$ cat src/rtl/core/vqa_pkg.sv
`timescale 1ns / 1ps

package vqa_pkg;

  // Command codes carried on the cmd field of a request.
  typedef enum logic [1:0] {
    CMD_WRITE_POS = 2'd0,
    CMD_ADD_TRI   = 2'd1,
    CMD_READ_QUAD = 2'd2
  } cmd_t;

  // Quadric layout: ten symmetric coefficients of 64 bits each.
  localparam int NUM_TERMS = 10;
  localparam int COEF_W    = 64;

  typedef logic [NUM_TERMS-1:0][COEF_W-1:0] quad_row_t;

  // Square root unit widths.
  localparam int RAD_W  = 64;
  localparam int ROOT_W = 32;
  localparam int SQRT_STEPS = RAD_W / 2;

endpackage

$ cat src/rtl/core/vqa_isqrt.sv
`timescale 1ns / 1ps

// Integer square root, one result bit per cycle (floor of the root).
module vqa_isqrt import vqa_pkg::*; (
  input  logic              clk,
  input  logic              rst,
  input  logic              start,
  input  logic [RAD_W-1:0]  radicand,
  output logic              done,
  output logic [ROOT_W-1:0] root
);

  localparam int CW = $clog2(SQRT_STEPS);

  logic             busy;
  logic [CW-1:0]    cnt;
  logic [RAD_W-1:0] rem;
  logic [RAD_W-1:0] res;
  logic [RAD_W-1:0] bitv;
  logic [RAD_W-1:0] trial;

  assign trial = res + bitv;
  assign root  = res[ROOT_W-1:0];

  // Classic digit-by-digit root, starting from the top power of four.
  always_ff @(posedge clk) begin
    if (rst) begin
      busy <= 1'b0;
      done <= 1'b0;
      cnt  <= '0;
    end else begin
      done <= 1'b0;
      if (start) begin
        busy <= 1'b1;
        cnt  <= CW'(SQRT_STEPS - 1);
        rem  <= radicand;
        res  <= '0;
        bitv <= RAD_W'(1) << (RAD_W - 2);
      end else if (busy) begin
        if (rem >= trial) begin
          rem <= rem - trial;
          res <= (res >> 1) + bitv;
        end else begin
          res <= res >> 1;
        end
        bitv <= bitv >> 2;
        cnt  <= cnt - CW'(1);
        if (cnt == '0) begin
          busy <= 1'b0;
          done <= 1'b1;
        end
      end
    end
  end

endmodule

$ cat config.mk
export PLATFORM = sky130hd
export DESIGN_NAME = vqa_isqrt
export DESIGN_NICKNAME = d
export VERILOG_FILES = /design/src/rtl/core/vqa_pkg.sv /design/src/rtl/core/vqa_isqrt.sv
export SDC_FILE = /design/constraint.sdc
export NUM_CORES = 1
export LEC_CHECK = 0
export BUFFER_PORTS_ARGS = -buffer_cell sky130_fd_sc_hd__buf_2
export CAP_MARGIN = 15
export CORE_ASPECT_RATIO = 1.4
export CORE_MARGIN = 10
export CORE_UTILIZATION = 28
export DETAILED_ROUTE_END_ITERATION = 8
export PLACE_DENSITY = 0.55
export SKIP_CTS_REPAIR_TIMING = 1
export SLEW_MARGIN = 20
export SYNTH_ARGS = -nofsm -noshare
export SYNTH_HDL_FRONTEND = slang
export SYNTH_SLANG_ARGS = --single-unit
export TNS_END_PERCENT = 50
$ cat constraint.sdc
create_clock -name clk -period 8.6 [get_ports clk]
set_input_delay 0.43 -clock clk [delete_from_list [all_inputs] [get_ports clk]]
set_output_delay 0.43 -clock clk [all_outputs]
set_load 0.02 [all_outputs]
==> impl_metrics.tcl <==
set metrics [dict create \
    status "completed" \
    power_density_nw_per_um2 235 \
    hold_slack_ps 215 \
    cpPeakStageDelay_ps 680 \
    path_buf_inv 1 \
    antennaDiodeCount 0 \
    grt.overflow.total 0 \
    synth.distinct_cells 84 \
    nets 2003 \
    critical_path.endpoint_type "flop" \
    die_h_um 296 \
    num_rows 101 \
    grt_start_max_net_pins 89 \
    first_pass_iters 6 \
    wl_per_cell_um 18.7 \
    maxCapViolCount 0 \
    route.detailed.drc 0 \
    synth_top_area_share_pct 31.4 \
    dpl.cell_count 2505 \
    clkTransAtPathRegs_ps 70 \
    hold_viol 0 \
    peakVddDrop_mv 0.153 \
    grt_pass1_wl_um 73700 \
    h-tree-depth 4 \
    regArea_sq_um 4940 \
    tritoncts "yes" \
    fin_area_sq_um 16800 \
    layout_common_cells "nand2_1 (219), edfxtp_1 (160), o21ai_0 (155)" \
    clockRootBuffer "clkbuf_16" \
    synth_edf_count 160 \
    clk_latency_ps 460 \
    num_vias 13500 \
    rsz0062_at_grt "false" \
    synth_area_leaders "edfxtp_1 (31%), ha_1 (11%), xor2_1 (5.6%)" \
    port_buffers 99 \
    seq_area_frac_synth_pct 32.3 \
    start_kind "flop" \
    die-area_sq_um 64500 \
    stdcell_count 2537 \
    critical_path.top_delay_family "compound AO/OA/AOI/OAI gates" \
    cp_max_fo 64 \
    pre_cts_ws_ps 2350 \
    power.leakage_nw 6.18 \
    numCtsBuffers 17 \
    slowest_stage "buf_4" \
    cts_sinks 167 \
    path_class "reg -> reg" \
    clock_path_buffers 2 \
    grtUsageTotal_pct 14.4 \
    placed_cell_area_sq_um 16200 \
    yosysWarnings 0 \
    avgViaCountPerCell 5.31 \
    fmax_ghz 0.157 \
    timing.slew.headroom_pct 35.9 \
    syn_inst 1781 \
    core_area_sq_um 54200 \
    final_common_cell "nand2_1" \
    synth_nets 1981 \
    ys.flop_type "edfxtp_1" \
    synth_area_leader_cell "edfxtp_1" \
    multi_input_comb_area_sq_um 9730 \
    setup_viol_count_final 0 \
    antenna_found_initial 0 \
    ant_nets 0 \
    hpwlAfterDp_um 37000 \
    fill_cells 5729 \
    synth.avg_cell_area_sq_um 8.58 \
    fin_skew_ps 12.0 \
    grt_pass1_vias 13300 \
    fin_crit_ps 6350 \
    synthArstFlopShare_pct 0 \
    ys_ff_latch 167 \
    final_layout_size_suffix_gt1_share_pct 10.6 \
    arrival_ps 6430 \
    drv_slew 0 \
    min_path_type "in -> reg" \
    post-route-period-util_pct 73.9 \
    drt_wl_total_um 47300 \
    synth_area_sq_um 15300 \
    setup_ws_ps 2250 \
    worstMarginPinSlew_ps 961 \
    crit_chain "ha_1 > nand4_1 > o31ai_1 > o221ai_1 > nand2_1 > a31o_2 > a21oi_1 > a21oi_1 > a21o_1 > a31oi_1 > xor2_1 > ha_1 > nand2_1 > nor3_1 > nand3_1 > a31oi_1 > o31ai_1 > a21o_1 > a21oi_4 > buf_4" \
    drtIter0Drc 1035 \
    die_w_um 217 \
    start_util_pct 28.2 \
    setup_tns_ps 0 \
    ios 100 \
    place_congestion 0.898 \
    area_delta_synth_final_pct 10.0 \
    crit_required_ps 8680 \
]
[where the power goes]
part	switching [mW]	internal [mW]	leakage [nW]	total, mW
Clock	0.382	0.412	0.289	0.794
Combinational	1.23	0.754	4.30	1.98
Sequential	0.119	1.06	1.60	1.18
[worst register-to-register path, stage by stage (launching register included)]
cell      delay (ps)
edfxtp_1         510
ha_1             440
nand4_1          140
o31ai_1          400
o221ai_1         190
nand2_1          190
a31o_2           240
a21oi_1          130
a21oi_1          430
a21o_1           230
a31oi_1          110
xor2_1           190
ha_1             410
nand2_1          130
nor3_1           310
nand3_1          170
a31oi_1          170
o31ai_1          160
a21o_1           390
a21oi_4          210
buf_4            680
[kinds of logic (layout without fill, tap and decap cells)]
group	Yosys count	after routing	synth area share, %
flops	167	167	32.3
fa+ha+maj	133	133	10.9
buf+inv	131	166	4.17
xor+xnor	172	172	9.86
compound gates	571	571	23.8
mux	5	5	0.393
simple gates	602	602	18.5
[worst paths after layout]
| path | startpoint | endpoint | slack, ps | depth (start not counted) |
|---|---|---|---|---|
| max reg2reg | res[8] | rem[45] | 2250 | 20 |
| min reg2reg | cnt[4] | cnt[4] | 580 | 2 |
| min | rst | cnt[1] | 210 | 2 |
| max | res[8] | rem[45] | 2250 | 20 |
[flip-flops by register name, indices dropped and copies added, names as in the netlist]
register	flops
rem	64
res	64
bitv	32
cnt	5
busy	1
done	1
[per-layer routing]
| layer | vias to the layer above | global-route usage [%] | share of wire (%) |
|---|---|---|---|
| li1 | 6659 | - | - |
| met1 | 6407 | 16.2 | 41 |
| met2 | 330 | 26.8 | 52 |
| met3 | 64 | 1.76 | 3.6 |
| met4 | 0 | 5.64 | 3.1 |
| met5 | - | 0 | 0 |
[layout make-up]
type                    count  share of cell area [%]
repair buffers            106                    3.30
flip-flops and latches    167                    29.4
inverters                  28                   0.632
multi-input cells        1483                    57.8
clock inverters            15                   0.960
well taps                 721                    5.36
clock buffers              17                    2.53
[synth_stat cells, types with 28 or more instances]
| cell type | instances |
|---|---|
| a211oi_1 | 32 |
| a21o_1 | 35 |
| a21oi_1 | 143 |
| a31oi_1 | 57 |
| buf_4 | 34 |
| clkbuf_1 | 55 |
| edfxtp_1 | 160 |
| ha_1 | 132 |
| inv_1 | 28 |
| nand2_1 | 219 |
| nand3_1 | 30 |
| nand4_1 | 42 |
| nor2_1 | 148 |
| nor2b_1 | 45 |
| nor3_1 | 36 |
| o21ai_0 | 155 |
| o21bai_1 | 28 |
| xnor2_1 | 74 |
| xor2_1 | 98 |
[through the flow]
step                utilization, %  power, mW
global route                  31.0       4.25
floorplan                        -       2.68
finish                        31.0       3.95
CTS                           31.0       3.98
detailed placement            29.9       3.17
global placement              29.9       3.16
Power figures use the tool's default switching activity.
